### src/hw/rtl/crwt_pkg.sv
package crwt_pkg;

  localparam int unsigned SymW = 8;
  localparam int unsigned StepW = 8;
  localparam int unsigned WordW = 48;
  localparam int unsigned LenCfgW = 6;
  localparam int unsigned TauW = 7;

  localparam logic [SymW-1:0] SymTwo = 8'd2;
  localparam logic [SymW-1:0] SymThree = 8'd3;

  // Broadcast from the sequencer to every cell of the chain.
  typedef struct packed {
    logic            clr;
    logic            app;
    logic [SymW-1:0] sym;
  } cell_ctrl_t;

  typedef enum logic [2:0] {
    ST_IDLE,
    ST_CLEAR,
    ST_LOAD,
    ST_SETTLE,
    ST_DONE
  } state_e;

endpackage

### src/hw/rtl/crwt_cell.sv
module crwt_cell
  import crwt_pkg::*;
#(
  parameter int unsigned P  = 1,
  parameter int unsigned KW = 8
) (
  input  logic            clk_i,
  input  logic            rst_ni,
  input  cell_ctrl_t      ctrl_i,
  input  logic [SymW-1:0] sym_i,
  input  logic            vld_i,
  input  logic [KW-1:0]   m_i,
  output logic [SymW-1:0] sym_o,
  output logic            vld_o,
  output logic [KW-1:0]   m_o
);

  localparam int unsigned PW = (P > 1) ? $clog2(P) : 1;

  // This cell holds the symbol P places back from the end, and tracks how
  // many whole periods of length P repeat at the end of the sequence.
  logic [SymW-1:0] sym_q, sym_d;
  logic            vld_q, vld_d;
  logic [PW-1:0]   ph_q, ph_d;
  logic [KW-1:0]   k_q, k_d;
  logic [KW-1:0]   m_q, m_d;
  logic            match;

  always_comb begin
    sym_d = sym_q;
    vld_d = vld_q;
    ph_d  = ph_q;
    k_d   = k_q;
    match = vld_q && (ctrl_i.sym == sym_q);
    if (ctrl_i.clr) begin
      vld_d = 1'b0;
      ph_d  = '0;
      k_d   = KW'(1);
    end else if (ctrl_i.app) begin
      sym_d = sym_i;
      vld_d = vld_i;
      if (match) begin
        if (ph_q == PW'(P - 1)) begin
          ph_d = '0;
          k_d  = k_q + KW'(1);
        end else begin
          ph_d = ph_q + PW'(1);
        end
      end else begin
        ph_d = '0;
        k_d  = KW'(1);
      end
    end
    m_d = (k_q > m_i) ? k_q : m_i;
  end

  always_ff @(posedge clk_i or negedge rst_ni) begin
    if (!rst_ni) begin
      vld_q <= 1'b0;
      ph_q  <= '0;
      k_q   <= KW'(1);
      m_q   <= KW'(1);
    end else begin
      vld_q <= vld_d;
      ph_q  <= ph_d;
      k_q   <= k_d;
      m_q   <= m_d;
    end
  end

  always_ff @(posedge clk_i) begin
    sym_q <= sym_d;
  end

  assign sym_o = sym_q;
  assign vld_o = vld_q;
  assign m_o   = m_q;

endmodule

### config.mk
export PLATFORM = sky130hd
export DESIGN_NAME = crwt_cell
export DESIGN_NICKNAME = d
export VERILOG_FILES = /design/src/hw/rtl/crwt_pkg.sv /design/src/hw/rtl/crwt_cell.sv
export SDC_FILE = /design/constraint.sdc
export NUM_CORES = 1
export LEC_CHECK = 0
export BUFFER_PORTS_ARGS = -buffer_cell sky130_fd_sc_hd__buf_2
export CAP_MARGIN = 25
export CELL_PAD_IN_SITES_DETAIL_PLACEMENT = 2
export CELL_PAD_IN_SITES_GLOBAL_PLACEMENT = 2
export CORE_AREA = 10 10 82 84
export CTS_BUF_LIST = sky130_fd_sc_hd__clkbuf_8
export CTS_CLUSTER_SIZE = 25
export DETAILED_ROUTE_END_ITERATION = 8
export DIE_AREA = 0 0 92 94
export GPL_ROUTABILITY_DRIVEN = 0
export PLACE_DENSITY_LB_ADDON = 0.1
export SLEW_MARGIN = 15
export SYNTH_ARGS = -nofsm -noshare
export SYNTH_HDL_FRONTEND = slang
export SYNTH_SLANG_ARGS = --single-unit
### constraint.sdc
create_clock -name clk_i -period 1.68 [get_ports clk_i]
set_input_delay 0.42 -clock clk_i [delete_from_list [all_inputs] [get_ports clk_i]]
set_output_delay 0.42 -clock clk_i [all_outputs]
set_load 0.02 [all_outputs]
==> summary.txt, run 1 <==
Yosys
  – Cell taking the most area after synthesis: dfrtp_1
  – Warnings, synthesis: 0
  – Most used DFF post-synth: dfrtp_1
  – Netlist cell types: 37
  – List of most frequent post-synthesis cells: inv_1, dfrtp_1, nand2_1, ha_1
  – #FFs+latches synth: 25
  – Number of flops mapped to enable cells by yosys: 8
  – Synth Instances: 131
  – Synth async-reset ratio: 0.680
  – Syn_nets: 169
  – Mapped Area: 1430 um2
  – Mean post-synth cell area: 10.9 um2
  – Sequential share of the synthesized area: 0.469
  – Post-synth top area share: 0.263
  – Area contributors post-synth: dfrtp_1, edfxtp_1, ha_1
  – Count leader, synth: inv_1

Global route
  – Grt met2 use: 0.236
  – Global-route wire length before repair: 8660 um
  – Met1 Use GR: 0.131
  – GRT busiest layer: met2
  – GR Util All Layers: 0.123
  – Initial antenna violation count: 0
  – Vias in the first global route: 1,678
  – Largest net degree at the start of global routing: 18
  – Congestion Overflow GR: 0
  – GRT met3 Usage: 0.0336

Die
  – Initial Util: 0.281
  – Core Box Area: 5070 um2
  – Die Wd: 92 um
  – Die height: 94 um
  – I/O Pins: 46
  – Die footprint: 8650 um2
  – Row count: 26

Timing
  – Setup TNS: -0.295 ns
  – Fmax: 569 MHz
  – Final Slew Violations: 0
  – Slew @ Worst Pin: 0.505 ns
  – Final Hold Fails: 0
  – RSZ-0062 raised after global routing: true
  – Final worst slack: -0.0773 ns
  – Tmin final: 1.76 ns
  – Skew final: 0.00285 ns
  – Slew HR: 0.662
  – # setup viols final: 8
  – Post-route clock period utilization: 1.05

Clock tree
  – Root buf cell: clkbuf_8
  – TritonCTS clock tree: yes
  – Total CTS buffers: 3
  – # hold bufs at CTS: 0
  – H-Tree Level Count: 1
  – Clock sinks: 25
  – Worst-path clk slew: 0.09 ns
  – Clk_lat worst skew: 0.27 ns
  – Longest Clk Path Bufs: 2

Worst setup path
  – Crit Path Max Fanout: 8
  – Max incr delay on CP: 0.43 ns
  – CP arrival: 1.93 ns
  – Cells on worst reg2reg path: 5
  – Worst R2R Start: k_q[7]$_DFFE_PN0P_
  – Worst reg2reg setup slack: -0.08 ns
  – Critical Path RT: 1.86 ns
  – Critical path class: reg -> reg
  – Critical Path End Type: flop
  – Crit path launch type: flop
  – R2R Path End: m_o[3]$_DFF_PN0_
  – Highest-delay cell along the critical path: dfrtp_1
  – Critical Path Start: k_q[7]$_DFFE_PN0P_
  – Worst-path cell chain: ha_4, a21o_1, a31o_4, o31a_4, o221ai_2
  – Family with the most delay on the worst path: compound AO/OA/AOI/OAI gates
  – Worst path bufs/invs: 0

Power and ir drop
  – Max rail drop VDD: 274 uV
  – Clk network pwr share: 0.274
  – Cell-internal power: 0.000953 W
  – Sw Share: 0.274
  – Power density cells: 556 nW/um2
  – P_sw: 0.000360 W
  – Sequential Power Share: 0.512
  – Total power: 0.00131 W
  – Combinational Power Share: 0.214
  – Leak pwr: 1.05 nW

Drt
  – Routed vias/inst: 4.93
  – ANT nets after route: 0
  – DRC: 0
  – Vias: 1,426
  – First DRT Iteration DRCs: 39
  – Drt total wl: 5470 um
  – Drt wl/cell: 18.9 um
  – DRT Pass-1 Iters: 2

Place
  – Dpl ws: -0.320 ns
  – DP HPWL: 3980 um
  – IO buf count: 45

Worst hold path
  – Hold Path Class: in -> async

Final layout
  – Layout area overhead: 65.7%
  – Fillers: 558
  – Layout cells sized above 1: 0.594
  – # nets final: 258
  – ANT cells: 0

Status
  – Failing checks: negative setup slack
  – Status: finished, violations left

Run
  – MaxCap Viol Count: 0
[cell type report]
class                   instances  area (um2)  area share
clock buffers                   3        41.3      0.0175
flip-flops and latches         25         669       0.284
repair buffers                 85         557       0.236
clock inverters                 1        3.75     0.00159
well taps                      70        87.6      0.0371
inverters                      17        68.8      0.0291
multi-input cells              88         933       0.395
[routing by layer]
metal  vias to the layer above  share of wire
met5                         -              0
met4                         0         0.0070
met3                         4          0.042
met2                        37           0.55
met1                       715           0.40
li1                        670              -
[placed cells by master (no fill, tap or decap), types with 2 or more instances in the layout]
cell	Yosys	layout
o21ai_0	2	2
ha_4	0	6
a21o_1	3	3
buf_4	0	34
ha_1	9	3
a32oi_2	0	8
edfxtp_1	8	8
nor2_1	3	3
clkbuf_8	0	3
and3_1	2	2
o2111ai_1	3	3
buf_6	1	5
nor2b_4	0	2
nor3_1	4	4
dfrtp_1	15	14
dfstp_2	2	2
buf_2	0	45
xnor2_1	3	3
o21a_1	2	2
nor4_2	1	2
inv_1	17	14
and4_4	0	2
o221ai_2	0	8
xor2_1	7	7
nand2_1	11	10
nand3_1	3	2
inv_2	0	3
[power groups by stage]
stage,Combinational [W],Clock (W),Sequential [W]
after detailed placement,0.000244,0,0.000686
after CTS,0.000273,0.000379,0.000673
final,0.000280,0.000360,0.000672
after floorplan,0.0000723,0,0.000721
after global placement,0.000237,0,0.000684
after global routing,0.000306,0.000400,0.000676
[flip-flops by register name, indices dropped and copies added, names as in the netlist]
register and cells:
k_q 8, sym_o 8, m_o 8, vld_o 1
[cells by family after synthesis]
kind of cell | after synthesis | synth area share
AO/OA/AOI/OAI | 35 | 0.210
AND/OR/NAND/NOR | 32 | 0.119
multiplexers | 1 | 0.00702
buffers and inverters | 19 | 0.0553
adder cells (fa/ha/maj) | 9 | 0.0790
flip-flops | 25 | 0.469
XOR/XNOR | 10 | 0.0615
[metrics by stage]
stage | instances | hold slack [ns] | util | cell area [um2]
after floorplan | 131 | 0.124 | - | 1470
after global placement | 278 | 0.383 | 0.398 | 2020
after detailed placement | 278 | 0.385 | 0.398 | 2020
after CTS | 286 | 0.0835 | 0.445 | 2260
after global routing | 289 | 0.102 | 0.465 | 2360
final | 289 | 0.0692 | 0.465 | 2360
[how the worst max path moves through the flow]
stage                             to  slack [ns]  cells past startpoint
floorplan           m_o[0]$_DFF_PN1_       -0.04                      7
global placement    m_o[2]$_DFF_PN0_       -0.25                      8
detailed placement  m_o[4]$_DFF_PN0_       -0.32                      8
CTS                 m_o[4]$_DFF_PN0_       -0.04                      5
global route        m_o[3]$_DFF_PN0_       -0.16                      7
finish              m_o[3]$_DFF_PN0_       -0.08                      5
[repair_timing]
action | in CTS | in global routing
setup buffers | 4 | 2
endpoints found under the hold margin | 0 | 0
resized for setup | 26 | 13
pin swaps | 17 | 8
gates cloned | 0 | 1
setup endpoints to repair | 9 | 9
No activity file was read; power rests on OpenSTA's default activity.
==> inputs of run 2 (changes only) <==
--- a/config.mk
+++ b/config.mk
@@ -5,7 +5,7 @@
 export SDC_FILE = /design/constraint.sdc
 export NUM_CORES = 1
 export LEC_CHECK = 0
-export BUFFER_PORTS_ARGS = -buffer_cell sky130_fd_sc_hd__buf_2
+export BUFFER_PORTS_ARGS = -buffer_cell sky130_fd_sc_hd__clkbuf_2
 export CAP_MARGIN = 25
 export CELL_PAD_IN_SITES_DETAIL_PLACEMENT = 2
 export CELL_PAD_IN_SITES_GLOBAL_PLACEMENT = 2
==> summary.txt, run 2 (same netlist as run 1, synthesis figures left out) <==
Timing
  – Slew HR: 0.665 (was 0.662)
  – Skew final: 0.00934 ns (was 0.00285 ns)
  – # setup viols final: 8 (unchanged)
  – Final worst slack: -0.104 ns (was -0.0773 ns)
  – Post-route clock period utilization: 1.06 (was 1.05)
  – Tmin final: 1.78 ns (was 1.76 ns)
  – Slew @ Worst Pin: 0.503 ns (was 0.505 ns)
  – Fmax: 561 MHz (was 569 MHz)
  – Setup TNS: -0.643 ns (was -0.295 ns)
  – Final Slew Violations: 0 (unchanged)
  – Final Hold Fails: 0 (unchanged)
  – RSZ-0062 raised after global routing: true (unchanged)

Final layout
  – Commonest non-fill, non-tap cell in the layout: clkbuf_2 (was buf_2)
  – # nets final: 261 (was 258)
  – Layout cells sized above 1: 0.577 (was 0.594)
  – Fillers: 548 (was 558)
  – ANT cells: 0 (unchanged)
  – Layout area overhead: 63.6% (was 65.7%)
  – Most frequent cells in the layout: clkbuf_2, buf_4, inv_1, dfrtp_1, nand2_1 (was buf_2, buf_4, inv_1, dfrtp_1, nand2_1)

Power and ir drop
  – Sequential Power Share: 0.506 (was 0.512)
  – Total power: 0.00133 W (was 0.00131 W)
  – Max rail drop VDD: 293 uV (was 274 uV)
  – Combinational Power Share: 0.209 (was 0.214)
  – Leak pwr: 1.06 nW (was 1.05 nW)
  – P_sw: 0.000376 W (was 0.000360 W)
  – Power density cells: 571 nW/um2 (was 556 nW/um2)
  – Clk network pwr share: 0.285 (was 0.274)
  – Sw Share: 0.282 (was 0.274)
  – Cell-internal power: 0.000956 W (was 0.000953 W)

Die
  – Row count: 26 (unchanged)
  – Core Box Area: 5070 um2 (unchanged)
  – Die height: 94 um (unchanged)
  – Die footprint: 8650 um2 (unchanged)
  – I/O Pins: 46 (unchanged)
  – Initial Util: 0.281 (unchanged)
  – Die Wd: 92 um (unchanged)

Global route
  – Largest net degree at the start of global routing: 18 (unchanged)
  – Global-route wire length before repair: 9310 um (was 8660 um)
  – Congestion Overflow GR: 0 (unchanged)
  – Vias in the first global route: 1,729 (was 1,678)
  – Initial antenna violation count: 0 (unchanged)
  – GR Util All Layers: 0.135 (was 0.123)

Clock tree
  – Clock sinks: 25 (unchanged)
  – Total CTS buffers: 3 (unchanged)
  – TritonCTS clock tree: yes (unchanged)
  – # hold bufs at CTS: 0 (unchanged)
  – Worst-path clk slew: 0.10 ns (was 0.09 ns)
  – H-Tree Level Count: 1 (unchanged)
  – Root buf cell: clkbuf_8 (unchanged)
  – Longest Clk Path Bufs: 2 (unchanged)
  – Clk_lat worst skew: 0.28 ns (was 0.27 ns)

Status
  – Status: finished, violations left (unchanged)
  – Failing checks: negative setup slack (unchanged)

Place
  – IO buf count: 45 (unchanged)
  – DP HPWL: 4220 um (was 3980 um)

Worst setup path
  – Critical Path RT: 1.87 ns (was 1.86 ns)
  – Critical path class: reg -> reg (unchanged)
  – Crit Path Max Fanout: 8 (unchanged)
  – CP arrival: 1.98 ns (was 1.93 ns)
  – Crit path launch type: flop (unchanged)
  – Critical Path End Type: flop (unchanged)
  – Cells on worst reg2reg path: 5 (unchanged)

Drt
  – Routed vias/inst: 5.01 (was 4.93)
  – Drt wl/cell: 19.5 um (was 18.9 um)
  – DRT Pass-1 Iters: 4 (was 2)
  – First DRT Iteration DRCs: 50 (was 39)
  – DRC: 0 (unchanged)
  – Drt total wl: 5700 um (was 5470 um)
  – ANT nets after route: 0 (unchanged)
  – Vias: 1,462 (was 1,426)

Worst hold path
  – Hold Path Class: in -> async (unchanged)

Run
  – MaxCap Viol Count: 0 (unchanged)
-- run 2: cell count changes in the layout (fill, tap and decap cells not counted), sizes merged --
cell      change
buf          -41
clkbuf       +45
clkinvlp      +1
inv           -1
nand2         -1
-- run 2: power by group through the flow --
stage	combinational (W)	sequential [W]	clock, W
after floorplan	0.0000723	0.000721	0
after global placement	0.000239	0.000685	0
after detailed placement	0.000248	0.000687	0
after CTS	0.000274	0.000674	0.000398
after global routing	0.000304	0.000678	0.000422
final	0.000278	0.000674	0.000379
-- run 2: area by class of cell --
cell class,instances,area [um2],share of cell area
multi-input cells,87,890,0.382
flip-flops and latches,25,669,0.287
repair buffers,89,567,0.243
well taps,70,87.6,0.0376
inverters,17,68.8,0.0295
clock buffers,3,41.3,0.0177
clock inverters,1,7.51,0.00322
-- run 2: repair_timing --
item                       4_1_cts  5_1_grt
setup endpoints to repair        9        9
buffers inserted                 6        1
gates resized for setup         26        6
pin swaps                       17        3
cloned                           0        0
-- run 2: final timing paths --
check / start / to / slack (ns)
min in group clk_i: sym_i[3] / sym_o[3]$_DFFE_PP_ / 0.31
setup / recovery: k_q[5]$_DFFE_PN0P_ / m_o[7]$_DFF_PN0_ / -0.10
hold / removal: rst_ni / m_o[1]$_DFF_PN0_ / 0.09
max in group asynchronous: rst_ni / k_q[5]$_DFFE_PN0P_ / 1.21
setup reg to reg: k_q[5]$_DFFE_PN0P_ / m_o[7]$_DFF_PN0_ / -0.10
hold reg to reg: vld_o$_DFFE_PN0P_ / vld_o$_DFFE_PN0P_ / 0.56
-- run 2: worst max-delay path: stages (launching register included) --
cell and delay, ns:
dfrtp_2 0.44, ha_4 0.22, a21o_1 0.18, a31o_4 0.28, o31a_4 0.41, o221ai_2 0.18
-- run 2: layer usage --
metal  part of all wire  track usage
met1               0.39        0.142
met2               0.55        0.262
met3              0.050       0.0304
met4              0.012       0.0334
met5                  0            0
-- run 2: stage by stage --
| stage | area [um2] | util | hold slack, ns | cells | worst slack, ns |
|---|---|---|---|---|---|
| 6_report | 2330 | 0.459 | 0.0854 | 292 | -0.104 |
| 3_3_place_gp | 2040 | 0.402 | 0.398 | 281 | -0.264 |
| 2_1_floorplan | 1470 | - | 0.124 | 131 | -0.0360 |
| 3_5_place_dp | 2040 | 0.402 | 0.407 | 281 | -0.294 |
| 5_1_grt | 2330 | 0.459 | 0.103 | 292 | -0.166 |
| 4_1_cts | 2280 | 0.449 | 0.0906 | 291 | -0.0591 |
